`config.mk`:
```
export PLATFORM = sky130hd
export DESIGN_NAME = per_cpu_slot_allocator
export DESIGN_NICKNAME = d
export VERILOG_FILES = /design/src/hdl/pcsa_pkg.sv /design/src/hdl/pcsa_find_first.sv /design/src/hdl/per_cpu_slot_allocator.sv
export SDC_FILE = /design/constraint.sdc
export NUM_CORES = 1
export LEC_CHECK = 0
export BUFFER_PORTS_ARGS = -buffer_cell sky130_fd_sc_hd__buf_2
export CAP_MARGIN = 25
export CORE_MARGIN = 2
export CORE_UTILIZATION = 56
export CTS_BUF_LIST = sky130_fd_sc_hd__clkbuf_2
export DETAILED_ROUTE_END_ITERATION = 10
export PLACE_DENSITY = 0.75
export SLEW_MARGIN = 25
export SYNTH_ARGS = -nofsm -noshare
export SYNTH_HDL_FRONTEND = slang
export SYNTH_SLANG_ARGS = --single-unit
```
`constraint.sdc`:
```
create_clock -name clk -period 6.4 [get_ports clk]
set_input_delay 0.32 -clock clk [delete_from_list [all_inputs] [get_ports clk]]
set_output_delay 0.32 -clock clk [all_outputs]
set_load 0.01 [all_outputs]
```
`src/hdl/pcsa_pkg.sv`:
```
// Package for the per-CPU slot allocator.
// Holds command, status and state codes and the packed result layout.
// No dependencies.
`timescale 1ns / 1ps
`default_nettype none

package pcsa_pkg;

  // Number of CPUs served by the slot table.
  localparam int NUM_CPUS = 16;
  // Most results that one combine transaction emits.
  localparam int MAX_RESULTS = 16;

  // Commands carried on the input stream.
  typedef enum logic [1:0] {
    CMD_ACQUIRE = 2'd0,
    CMD_TOUCH   = 2'd1,
    CMD_COMBINE = 2'd2,
    CMD_RELEASE = 2'd3
  } cmd_t;

  // Result status codes.
  typedef enum logic [1:0] {
    ST_OK      = 2'd0,
    ST_NO_FREE = 2'd1,
    ST_NOTHING = 2'd2
  } status_t;

  // Controller states.
  typedef enum logic [1:0] {
    S_IDLE    = 2'd0,
    S_LOOKUP  = 2'd1,
    S_COMBINE = 2'd2
  } state_t;

  // Result word as it sits in out_tdata, lowest bit last in this list.
  typedef struct packed {
    logic       pad;
    logic       needs_init;
    status_t    status;
    logic [3:0] slot;
  } result_t;

endpackage

`default_nettype wire

```
`src/hdl/pcsa_find_first.sv`:
```
// Lowest-set-bit search used by the per-CPU slot allocator.
// Shared between free-slot claims and the combine walk. No dependencies.
`timescale 1ns / 1ps
`default_nettype none

module pcsa_find_first #(
  parameter int WIDTH = 16
) (
  input  wire logic [WIDTH-1:0]                        vec,
  output logic                                         found,
  output logic [((WIDTH > 1) ? $clog2(WIDTH) : 1)-1:0] idx
);

  localparam int IDX_W = (WIDTH > 1) ? $clog2(WIDTH) : 1;

  // Priority encoder: scanning from the top leaves the lowest set bit.
  always_comb begin
    found = |vec;
    idx   = '0;
    for (int i = WIDTH - 1; i >= 0; i--) begin
      if (vec[i]) begin
        idx = IDX_W'(i);
      end
    end
  end

endmodule

`default_nettype wire

```
`src/hdl/per_cpu_slot_allocator.sv`:
```
// Per-CPU slot allocator: top level with the CPU slot table memory and control.
// Depends on pcsa_pkg and pcsa_find_first.
//
// Usage:
//   Commands arrive on the in_ stream (acquire, touch, combine, release) and
//   results leave on the out_ stream. A transaction is accepted when tvalid
//   and tready are both high at a rising clock edge.
//   The slot number each CPU holds lives in a 16-entry synchronous memory
//   with a registered read; per-CPU held bits and the taken and initialized
//   maps are flip-flops.
//   Acquire, touch and release go through the accept cycle, which issues the
//   table read, and the lookup state, which does the read-modify-write and
//   loads the output register when free; no command is accepted meanwhile.
//   Combine walks the initialized map with the shared lowest-set-bit search
//   and emits one result per cycle while the receiver does not stall, up to
//   16 results and at least one, then returns to idle.
//   The block works on one command at a time; the next command is accepted
//   while the last result still waits in the output register.
//   When the receiver stalls, the result holds in the output register and
//   the block waits before loading another one.
//   Reset (rst_n low, synchronous) frees all slots, clears all held and
//   initialized marks and empties the output register.
`timescale 1ns / 1ps
`default_nettype none

module per_cpu_slot_allocator
  import pcsa_pkg::*;
#(
  parameter int NUM_SLOTS = 16
) (
  input  wire logic       clk,
  input  wire logic       rst_n,
  // in_tdata: cmd[1:0], cpu_id[5:2], slot_index[9:6], zero[15:10]
  input  wire logic       in_tvalid,
  output logic            in_tready,
  input  wire logic [15:0] in_tdata,
  // out_tdata: slot_out[3:0], status[5:4], needs_init[6], zero[7]
  output logic            out_tvalid,
  input  wire logic       out_tready,
  output logic [7:0]      out_tdata,
  output logic            out_tlast
);

  localparam int SLOT_W = (NUM_SLOTS > 1) ? $clog2(NUM_SLOTS) : 1;
  localparam int CNT_W  = $clog2(MAX_RESULTS);

  // Control and payload registers.
  state_t                state_r, state_nxt;
  cmd_t                  cmd_r;
  logic [3:0]            cpu_r;
  logic [3:0]            sidx_r;
  logic [CNT_W-1:0]      count_r, count_nxt;
  logic [NUM_CPUS-1:0]   held_r, held_nxt;
  logic [NUM_SLOTS-1:0]  taken_r, taken_nxt;
  logic [NUM_SLOTS-1:0]  ready_r, ready_nxt;
  logic                  out_valid_r, out_valid_nxt;
  result_t               out_data_r, out_data_nxt;
  logic                  out_last_r, out_last_nxt;

  // Slot table memory and its registered read data.
  logic [SLOT_W-1:0]     slot_mem [NUM_CPUS];
  logic [SLOT_W-1:0]     rd_slot_r;
  logic                  mem_we;
  logic [SLOT_W-1:0]     mem_wdata;

  logic                  in_acc;
  logic                  out_free;
  logic [NUM_SLOTS-1:0]  search_vec;
  logic                  ff_found;
  logic [SLOT_W-1:0]     ff_idx;
  logic [SLOT_W+3:0]     sidx_ext;
  logic [SLOT_W-1:0]     touch_idx;
  logic                  touch_in_range;
  logic [SLOT_W+3:0]     ff_ext;
  logic [SLOT_W+3:0]     rd_ext;
  logic [NUM_SLOTS-1:0]  ff_onehot;
  logic                  comb_last;

  assign in_tready = (state_r == S_IDLE);
  assign in_acc    = in_tvalid && in_tready;
  assign out_free  = !out_valid_r || out_tready;

  // One search unit: free slots for acquire, initialized slots for combine.
  assign search_vec = (state_r == S_COMBINE) ? ready_r : ~taken_r;

  pcsa_find_first #(
    .WIDTH (NUM_SLOTS)
  ) u_find_first (
    .vec   (search_vec),
    .found (ff_found),
    .idx   (ff_idx)
  );

  // Slot number conversions between the 4-bit fields and SLOT_W bits.
  assign sidx_ext       = {{SLOT_W{1'b0}}, sidx_r};
  assign touch_idx      = sidx_ext[SLOT_W-1:0];
  assign touch_in_range = (32'(sidx_r) < NUM_SLOTS);
  assign ff_ext         = {4'b0000, ff_idx};
  assign rd_ext         = {4'b0000, rd_slot_r};
  assign ff_onehot      = NUM_SLOTS'(1) << ff_idx;
  assign comb_last      = (count_r == CNT_W'(MAX_RESULTS - 1)) ||
                          ((ready_r & ~ff_onehot) == '0);

  // Next state, table updates and result generation.
  always_comb begin
    state_nxt     = state_r;
    count_nxt     = count_r;
    held_nxt      = held_r;
    taken_nxt     = taken_r;
    ready_nxt     = ready_r;
    out_valid_nxt = out_valid_r && !out_tready;
    out_data_nxt  = out_data_r;
    out_last_nxt  = out_last_r;
    mem_we        = 1'b0;
    mem_wdata     = ff_idx;

    case (state_r)
      S_IDLE: begin
        if (in_acc) begin
          count_nxt = '0;
          if (cmd_t'(in_tdata[1:0]) == CMD_COMBINE) begin
            state_nxt = S_COMBINE;
          end else begin
            state_nxt = S_LOOKUP;
          end
        end
      end

      S_LOOKUP: begin
        if (out_free) begin
          state_nxt              = S_IDLE;
          out_valid_nxt          = 1'b1;
          out_last_nxt           = 1'b1;
          out_data_nxt           = '0;
          out_data_nxt.status    = ST_OK;
          case (cmd_r)
            CMD_ACQUIRE: begin
              if (held_r[cpu_r]) begin
                out_data_nxt.slot = rd_ext[3:0];
              end else if (!ff_found) begin
                out_data_nxt.status = ST_NO_FREE;
              end else begin
                out_data_nxt.slot = ff_ext[3:0];
                taken_nxt[ff_idx] = 1'b1;
                held_nxt[cpu_r]   = 1'b1;
                mem_we            = 1'b1;
                mem_wdata         = ff_idx;
              end
            end
            CMD_TOUCH: begin
              out_data_nxt.slot = sidx_r;
              if (!touch_in_range) begin
                out_data_nxt.status = ST_NOTHING;
              end else begin
                out_data_nxt.needs_init = !ready_r[touch_idx];
                ready_nxt[touch_idx]    = 1'b1;
              end
            end
            CMD_RELEASE: begin
              if (!held_r[cpu_r]) begin
                out_data_nxt.status = ST_NOTHING;
              end else begin
                out_data_nxt.slot    = rd_ext[3:0];
                taken_nxt[rd_slot_r] = 1'b0;
                held_nxt[cpu_r]      = 1'b0;
              end
            end
            default: begin
              out_data_nxt.status = ST_NOTHING;
            end
          endcase
        end
      end

      S_COMBINE: begin
        if (out_free) begin
          out_valid_nxt = 1'b1;
          out_data_nxt  = '0;
          if (!ff_found) begin
            // Nothing initialized: a single empty result ends the transaction.
            out_data_nxt.status = ST_NOTHING;
            out_last_nxt        = 1'b1;
            state_nxt           = S_IDLE;
          end else begin
            out_data_nxt.status = ST_OK;
            out_data_nxt.slot   = ff_ext[3:0];
            out_last_nxt        = comb_last;
            ready_nxt[ff_idx]   = 1'b0;
            count_nxt           = count_r + CNT_W'(1);
            if (comb_last) begin
              state_nxt = S_IDLE;
            end
          end
        end
      end

      default: begin
        state_nxt = S_IDLE;
      end
    endcase
  end

  // Control state registers.
  always_ff @(posedge clk) begin
    if (!rst_n) begin
      state_r     <= S_IDLE;
      count_r     <= '0;
      held_r      <= '0;
      taken_r     <= '0;
      ready_r     <= '0;
      out_valid_r <= 1'b0;
    end else begin
      state_r     <= state_nxt;
      count_r     <= count_nxt;
      held_r      <= held_nxt;
      taken_r     <= taken_nxt;
      ready_r     <= ready_nxt;
      out_valid_r <= out_valid_nxt;
    end
  end

  // Payload registers: the accepted command and the output result.
  always_ff @(posedge clk) begin
    if (in_acc) begin
      cmd_r  <= cmd_t'(in_tdata[1:0]);
      cpu_r  <= in_tdata[5:2];
      sidx_r <= in_tdata[9:6];
    end
    out_data_r <= out_data_nxt;
    out_last_r <= out_last_nxt;
  end

  // Slot table write port.
  always_ff @(posedge clk) begin
    if (mem_we) begin
      slot_mem[cpu_r] <= mem_wdata;
    end
  end

  // Slot table read port, issued with the accepted command.
  always_ff @(posedge clk) begin
    if (in_acc) begin
      rd_slot_r <= slot_mem[in_tdata[5:2]];
    end
  end

  assign out_tvalid = out_valid_r;
  assign out_tdata  = out_data_r;
  assign out_tlast  = out_last_r;

  // Every held CPU entry accounts for exactly one taken slot.
  a_held_matches_taken: assert property (@(posedge clk) disable iff (!rst_n)
    $countones(held_r) == $countones(taken_r))
    else $error("held CPU count differs from taken slot count");

  // A new result only appears from a working state.
  a_result_from_work: assert property (@(posedge clk) disable iff (!rst_n)
    (out_valid_nxt && out_free) |-> (state_r == S_LOOKUP || state_r == S_COMBINE))
    else $error("result loaded while idle");

  // Results that are not last come only from a successful combine step.
  a_mid_combine_ok: assert property (@(posedge clk) disable iff (!rst_n)
    (out_tvalid && !out_tlast) |-> (out_data_r.status == ST_OK && !out_data_r.needs_init))
    else $error("non-final result with bad status");

endmodule

`default_nettype wire
```
==> results of run 1 <==
[stage by stage]
stage	instances	instance area, µm²	util	worst slack [ns]
2_1_floorplan	612	7120	-	3.56
3_3_place_gp	773	7270	0.581	2.63
3_5_place_dp	773	7270	0.581	2.48
4_1_cts	815	7620	0.609	2.44
5_1_grt	815	7620	0.609	2.08
6_report	815	7620	0.609	2.44
[synthesized netlist by cell type, types with 8 or more instances]
cell and n:
sky130_fd_sc_hd__edfxtp_1 86, sky130_fd_sc_hd__dfxtp_1 55, sky130_fd_sc_hd__nand2_1 54, sky130_fd_sc_hd__nor2_1 46
sky130_fd_sc_hd__o21ai_0 36, sky130_fd_sc_hd__a21oi_1 29, sky130_fd_sc_hd__mux4_2 29, sky130_fd_sc_hd__clkbuf_1 20
sky130_fd_sc_hd__nand2b_1 20, sky130_fd_sc_hd__o21bai_1 16, sky130_fd_sc_hd__o311a_1 16, sky130_fd_sc_hd__nand3_1 13
sky130_fd_sc_hd__o31ai_1 11, sky130_fd_sc_hd__inv_1 10, sky130_fd_sc_hd__nor3_1 10, sky130_fd_sc_hd__o211ai_1 8
sky130_fd_sc_hd__o21a_1 8
[worst register-to-register path, stage by stage, from the launching register on]
cell and delay (ns):
sky130_fd_sc_hd__dfxtp_1 0.38, sky130_fd_sc_hd__inv_1 0.08, sky130_fd_sc_hd__ha_1 0.73, sky130_fd_sc_hd__and2b_2 0.34
sky130_fd_sc_hd__o22ai_2 0.32, sky130_fd_sc_hd__nand2b_1 0.37, sky130_fd_sc_hd__o31a_1 0.30, sky130_fd_sc_hd__and3_1 0.45
sky130_fd_sc_hd__nand3_1 0.29, sky130_fd_sc_hd__nor2_1 0.40
[area by class of cell]
type / instances / area, µm²
clock inverter: 14 / 156
tap: 172 / 215
multi-input combinational: 423 / 3200
clock buffer: 18 / 90.1
fill: 1011 / 4900
inverter: 12 / 46.3
timing repair buffer: 35 / 230
sequential: 141 / 3680
[power by group]
group          internal, mW  total (mW)  switching (mW)
clock network         0.188       0.538           0.350
logic                 0.105       0.291           0.186
registers              1.01        1.05          0.0408
[routing by layer]
metal  part of all wire  wire [µm]
met1               0.40       6920
met2               0.49       8360
met3              0.070       1200
met4              0.036        611
met5                  0          0
[repair_timing]
action,CTS,global route
hold buffers,10,0
buffers inserted,0,0
endpoints found under the hold margin,15,0
[how the worst max path moves through the flow]
stage               startpoint        endpoint  slack [ns]  cells past startpoint
CTS                 state_r[0]      state_r[0]        2.44                     11
floorplan             cpu_r[0]  slot_mem[7][0]        3.56                      8
global route        state_r[0]      state_r[0]        2.08                     11
finish              state_r[0]  slot_mem[7][3]        2.44                      9
detailed placement  state_r[0]      state_r[0]        2.48                     11
global placement    state_r[0]  slot_mem[7][1]        2.63                      9
[kinds of logic after synthesis]
kind of cell	synth area share
simple gates	0.171
mux	0.0961
fa+ha+maj	0.00703
flops	0.517
buf+inv	0.0341
other cells	0.000527
xor+xnor	0.00246
compound gates	0.171
==> insert_results.sql, run 1 <==
INSERT INTO impl_metrics (metric_group, metric, value, unit) VALUES
('global_routing', 'grt_overflow', '0', ''),
('placed_design', 'routabilityCongestion', '0.951', ''),
('yosys', 'synth-warning-count', '0', ''),
('timing', 'max_freq', '252', 'MHz'),
('floorplan', 'die-width', '117', 'µm'),
('clock_tree', 'number_of_clock_sinks', '141', ''),
('hold_path', 'worstHoldPathCells', '1', ''),
('global_routing', 'grt_util_met1', '0.341', ''),
('yosys', 'synth_edf_count', '86', ''),
('power_and_ir_drop', 'fin_total_pwr', '1.88', 'mW'),
('floorplan', 'io_pins', '31', ''),
('hold_path', 'hold_path_startpoint', 'in_tdata[3]', ''),
('timing', 'unrepaired_setup_endpoints_after_global_routing', 'false', ''),
('clock_tree', 'tritoncts', 'built', ''),
('job', 'drv.max_cap_violation_count', '0', ''),
('setup_path', 'start_kind', 'flop', ''),
('clock_tree', 'clkTransAtPathRegs', '0.21', 'ns'),
('clock_tree', 'post_cts_resized', '0', ''),
('global_routing', 'grt_pass1_vias', '4802', ''),
('timing', 'hold_viol_final', '0', ''),
('yosys', 'mappedNetlistArea', '7120', 'µm²'),
('placed_design', 'place.port_buffers', '23', ''),
('timing', 'timing.max_slew.rel_slack', '0.357', ''),
('floorplan', 'rows', '41', ''),
('setup_path', 'worstReg2RegEnd', 'slot_mem[7][3]', ''),
('yosys', 'syn_nets', '636', ''),
('setup_path', 'slowest_stage', 'sky130_fd_sc_hd__ha_1', ''),
('setup_path', 'worst_ep_required_time', '6.81', 'ns'),
('timing', 'skew', '0.0324', 'ns'),
('final_layout', 'layout-drive-gt1-share', '0.212', ''),
('setup_path', 'critical_path_peak_fanout', '32', ''),
('drt', 'detailroute.via_count', '5160', ''),
('final_layout', 'layout_common_cells', 'sky130_fd_sc_hd__edfxtp_1, sky130_fd_sc_hd__dfxtp_1, sky130_fd_sc_hd__nand2_1', ''),
('clock_tree', 'number_of_buffers_created_by_cts', '17', ''),
('yosys', 'synth-seq-area-share', '0.517', ''),
('global_routing', 'met2_usage', '0.426', ''),
('hold_path', 'path_category_of_the_worst_min_delay_check', 'in2reg', ''),
('clock_tree', 'clock_latency_of_the_later_clocked_register_in_the_worst_skew_pair', '0.73', 'ns'),
('final_layout', 'area_growth_syn_to_layout', '6.99', '%'),
('setup_path', 'regToRegStartpoint', 'state_r[0]', ''),
('status', 'result_of_the_run', 'completed', ''),
('yosys', 'synth_top_area_cell', 'sky130_fd_sc_hd__edfxtp_1', ''),
('global_routing', 'antenna_found_initial', '0', ''),
('floorplan', 'effective_utilization_at_floorplan', '0.569', ''),
('global_routing', 'wire_length_of_the_first_global_routing_pass', '26200', 'µm'),
('global_routing', 'grt_start_max_net_pins', '34', ''),
('yosys', 'synth_top_area_share', '0.363', ''),
('yosys', 'synth.ff_latch_count', '141', ''),
('yosys', 'post_synth.cell_area_avg', '11.6', 'µm²'),
('floorplan', 'die_height', '117', 'µm'),
('final_layout', 'final_nets', '654', ''),
('floorplan', 'core-area', '12500', 'µm²'),
('setup_path', 'max_stage_delay', '0.73', 'ns'),
('setup_path', 'worst_setup_path_end_kind', 'flop', ''),
('power_and_ir_drop', 'vdd_drop_max', '0.000178', 'V'),
('power_and_ir_drop', 'p_per_area', '246', 'nW/µm²'),
('global_routing', 'globalRouteMet3Util', '0.0597', ''),
('drt', 'detail_routed_net_length_per_standard_cell', '21.0', 'µm'),
('drt', 'drtIter0Drc', '491', ''),
('setup_path', 'cpLargestDelayFamily', 'simple AND/OR/NAND/NOR gates', ''),
('global_routing', 'grt_use_total', '0.262', ''),
('clock_tree', 'clock-root-buffer', 'sky130_fd_sc_hd__clkbuf_2', ''),
('setup_path', 'cp_num_buf_inv', '1', ''),
('drt', 'final_antenna_net_count', '0', ''),
('drt', 'post-route-drc-count', '0', ''),
('timing', 'period_needed', '3.96', 'ns'),
('yosys', 'dominant_register_cell_in_the_synthesized_netlist', 'sky130_fd_sc_hd__edfxtp_1', ''),
('yosys', 'post_synth_inst_count', '612', ''),
('yosys', 'asyncSetResetFlopFracSynth', '0', ''),
('drt', 'dr.pass1.iters', '7', ''),
('setup_path', 'r2r_cell_count', '9', '');
Power figures use the tool's default switching activity.
==> inputs of run 2 (changes only) <==
Settings changed: PLACE_DENSITY 0.75 to 0.77.
Clock period 6.4 ns to 3.3 ns, I/O delays scaled along.
==> insert_results.sql, run 2 (synthesis results as in run 1) <==
INSERT INTO impl_metrics (metric_group, metric, value, unit) VALUES
('status', 'result_of_the_run', 'completed', ''),
('timing', 'max_freq', '313', 'MHz'),
('clock_tree', 'cts-htree-levels', '4', ''),
('setup_path', 'cp-startpoint', 'state_r[0]', ''),
('floorplan', 'io_pins', '31', ''),
('global_routing', 'wire_length_of_the_first_global_routing_pass', '26800', 'µm'),
('global_routing', 'grt_start_max_net_pins', '34', ''),
('setup_path', 'worstReg2RegEnd', 'state_r[1]', ''),
('global_routing', 'grt_use_total', '0.264', ''),
('final_layout', 'layout-drive-gt1-share', '0.247', ''),
('timing', 'period_needed', '3.19', 'ns'),
('placed_design', 'place_hpwl', '12400', 'µm'),
('placed_design', 'place.port_buffers', '23', ''),
('setup_path', 'start_kind', 'flop', ''),
('power_and_ir_drop', 'p_per_area', '476', 'nW/µm²'),
('final_layout', 'area_growth_syn_to_layout', '11.4', '%'),
('clock_tree', 'number_of_clock_sinks', '141', ''),
('timing', 'hold_viol_final', '0', ''),
('timing', 'slew_viol_final', '0', ''),
('drt', 'dr.pass1.iters', '5', ''),
('floorplan', 'core-area', '12500', 'µm²'),
('clock_tree', 'tritoncts', 'built', ''),
('setup_path', 'slowest_stage', 'sky130_fd_sc_hd__o32a_1', ''),
('clock_tree', 'clkTransAtPathRegs', '0.22', 'ns'),
('final_layout', 'final_nets', '687', ''),
('hold_path', 'path_category_of_the_worst_min_delay_check', 'in2reg', ''),
('final_layout', 'nFillCells', '1005', ''),
('setup_path', 'worst_setup_path_end_kind', 'flop', ''),
('final_layout', 'layout_common_cells', 'sky130_fd_sc_hd__edfxtp_1, sky130_fd_sc_hd__dfxtp_1, sky130_fd_sc_hd__nand2_1', ''),
('clock_tree', 'clock_latency_of_the_later_clocked_register_in_the_worst_skew_pair', '0.74', 'ns'),
('timing', 'unrepaired_setup_endpoints_after_global_routing', 'false', ''),
('timing', 'fin_crit_sh', '0.967', ''),
('setup_path', 'worst_ep_required_time', '3.94', 'ns'),
('power_and_ir_drop', 'vdd_drop_max', '0.000426', 'V'),
('power_and_ir_drop', 'total_leakage_power', '2.77', 'nW'),
('setup_path', 'cp_cell_sequence', 'inv_1, ha_1, buf_12, and2b_2, a22oi_1, o31a_1, nor3_2, o21ai_2, o32a_1, and4bb_1, a21oi_2, mux2i_1', ''),
('drt', 'post_drt_via_cell_ratio', '6.36', ''),
('hold_path', 'worstHoldPathCells', '2', ''),
('timing', 'worst_slew_pin_slew', '0.750', 'ns'),
('hold_path', 'hold_path_startpoint', 'in_tdata[8]', ''),
('drt', 'total_wire_length_after_detailed_routing', '17300', 'µm'),
('clock_tree', 'number_of_buffers_created_by_cts', '17', ''),
('power_and_ir_drop', 'fin_total_pwr', '3.77', 'mW'),
('global_routing', 'grt_overflow', '0', ''),
('floorplan', 'floorplan.die_area', '13600', 'µm²'),
('job', 'drv.max_cap_violation_count', '0', ''),
('timing', 'timing.max_slew.rel_slack', '0.500', ''),
('global_routing', 'grt_pass1_vias', '5173', ''),
('setup_path', 'critical_path_peak_fanout', '31', ''),
('timing', 'sum_of_negative_setup_slack', '0', 'ns'),
('drt', 'detail_routed_net_length_per_standard_cell', '20.4', 'µm'),
('setup_path', 'regToRegStartpoint', 'state_r[0]', ''),
('floorplan', 'effective_utilization_at_floorplan', '0.569', ''),
('final_layout', 'insertedDiodeCount', '0', ''),
('drt', 'drtIter0Drc', '581', ''),
('setup_path', 'setup.worst_path.class', 'reg2reg', ''),
('placed_design', 'routabilityCongestion', '0.962', ''),
('drt', 'post-route-drc-count', '0', ''),
('setup_path', 'worst-r2r-setup-slack', '0.11', 'ns'),
('drt', 'detailroute.via_count', '5394', ''),
('setup_path', 'critical_path_arrival', '3.83', 'ns'),
('timing', 'finalSetupViolations', '0', ''),
('floorplan', 'rows', '41', ''),
('setup_path', 'r2r_cell_count', '12', ''),
('timing', 'skew', '0.0217', 'ns'),
('hold_path', 'worst_hold_path.endpoint', 'sidx_r[2]', ''),
('floorplan', 'die-width', '117', 'µm'),
('setup_path', 'max_stage_delay', '0.42', 'ns'),
('global_routing', 'antenna_found_initial', '0', ''),
('drt', 'final_antenna_net_count', '0', ''),
('clock_tree', 'clock-root-buffer', 'sky130_fd_sc_hd__clkbuf_2', ''),
('final_layout', 'layout_commonest_cell', 'sky130_fd_sc_hd__edfxtp_1', ''),
('clock_tree', 'largest_buffer_count_on_any_clock_path', '2', ''),
('floorplan', 'die_height', '117', 'µm');
==> run 2: changes by cell type in the layout (fill, tap and decap cells not counted), sizes merged <==
cell	previous run	this run
clkinvlp	3	0
bufinv	2	3
clkinv	5	7
buf	25	55
dlygate4sd3	10	13
==> run 2: worst max-delay path by stage <==
| stage | to | slack, ns |
|---|---|---|
| 5_1_grt | state_r[1] | 0.0008 |
| 6_report | state_r[1] | 0.11 |
| 3_5_place_dp | slot_mem[8][1] | 0.12 |
| 3_3_place_gp | state_r[1] | 0.24 |
| 2_1_floorplan | slot_mem[7][0] | 0.46 |
| 4_1_cts | slot_mem[3][1] | 0.09 |
==> run 2: area by class of cell <==
class / instances / area (µm²) / area share
inverter: 12 / 46.3 / 0.00584
sequential: 141 / 3680 / 0.464
clock buffer: 18 / 90.1 / 0.0114
timing repair buffer: 68 / 510 / 0.0644
clock inverter: 14 / 183 / 0.0230
tap: 172 / 215 / 0.0271
multi-input combinational: 423 / 3200 / 0.404
==> run 2: per-stage QoR <==
stage	utilization	hold slack [ns]	cells	worst slack [ns]	cell area, µm²
3_5_place_dp	0.599	0.345	802	0.120	7500
5_1_grt	0.634	0.104	848	0.000843	7930
2_1_floorplan	-	0.264	612	0.459	7120
6_report	0.634	0.141	848	0.108	7930
4_1_cts	0.631	0.135	847	0.0897	7900
3_3_place_gp	0.599	0.346	802	0.240	7500
==> run 2: per-layer routing <==
layer / share of wire / GRT usage / vias up
met3: 0.070 / 0.0628 / 59
met4: 0.034 / 0.118 / 0
met2: 0.49 / 0.436 / 264
met1: 0.40 / 0.333 / 2617
li1: - / - / 2454
met5: 0 / 0 / -
==> run 2: critical path: cells and delay by family (launching register included) <==
kind | cells | cell delay (ns)
AO/OA/AOI/OAI | 5 | 1.17
flip-flops | 1 | 0.41
buffers and inverters | 2 | 0.23
AND/OR/NAND/NOR | 3 | 0.90
adder cells (fa/ha/maj) | 1 | 0.23
multiplexers | 1 | 0.14
==> run 2: report_power, final <==
group          switching (mW)  internal (mW)  total [mW]
Combinational           0.378          0.241       0.619
Sequential             0.0710           1.95        2.02
Clock                   0.685          0.445        1.13
==> run 2: timing repair <==
action                     CTS  global route
hold endpoints to repair    35             0
buffers inserted             0             1
hold buffers                13             0
resized for setup            0             2
setup endpoints to repair    0            10
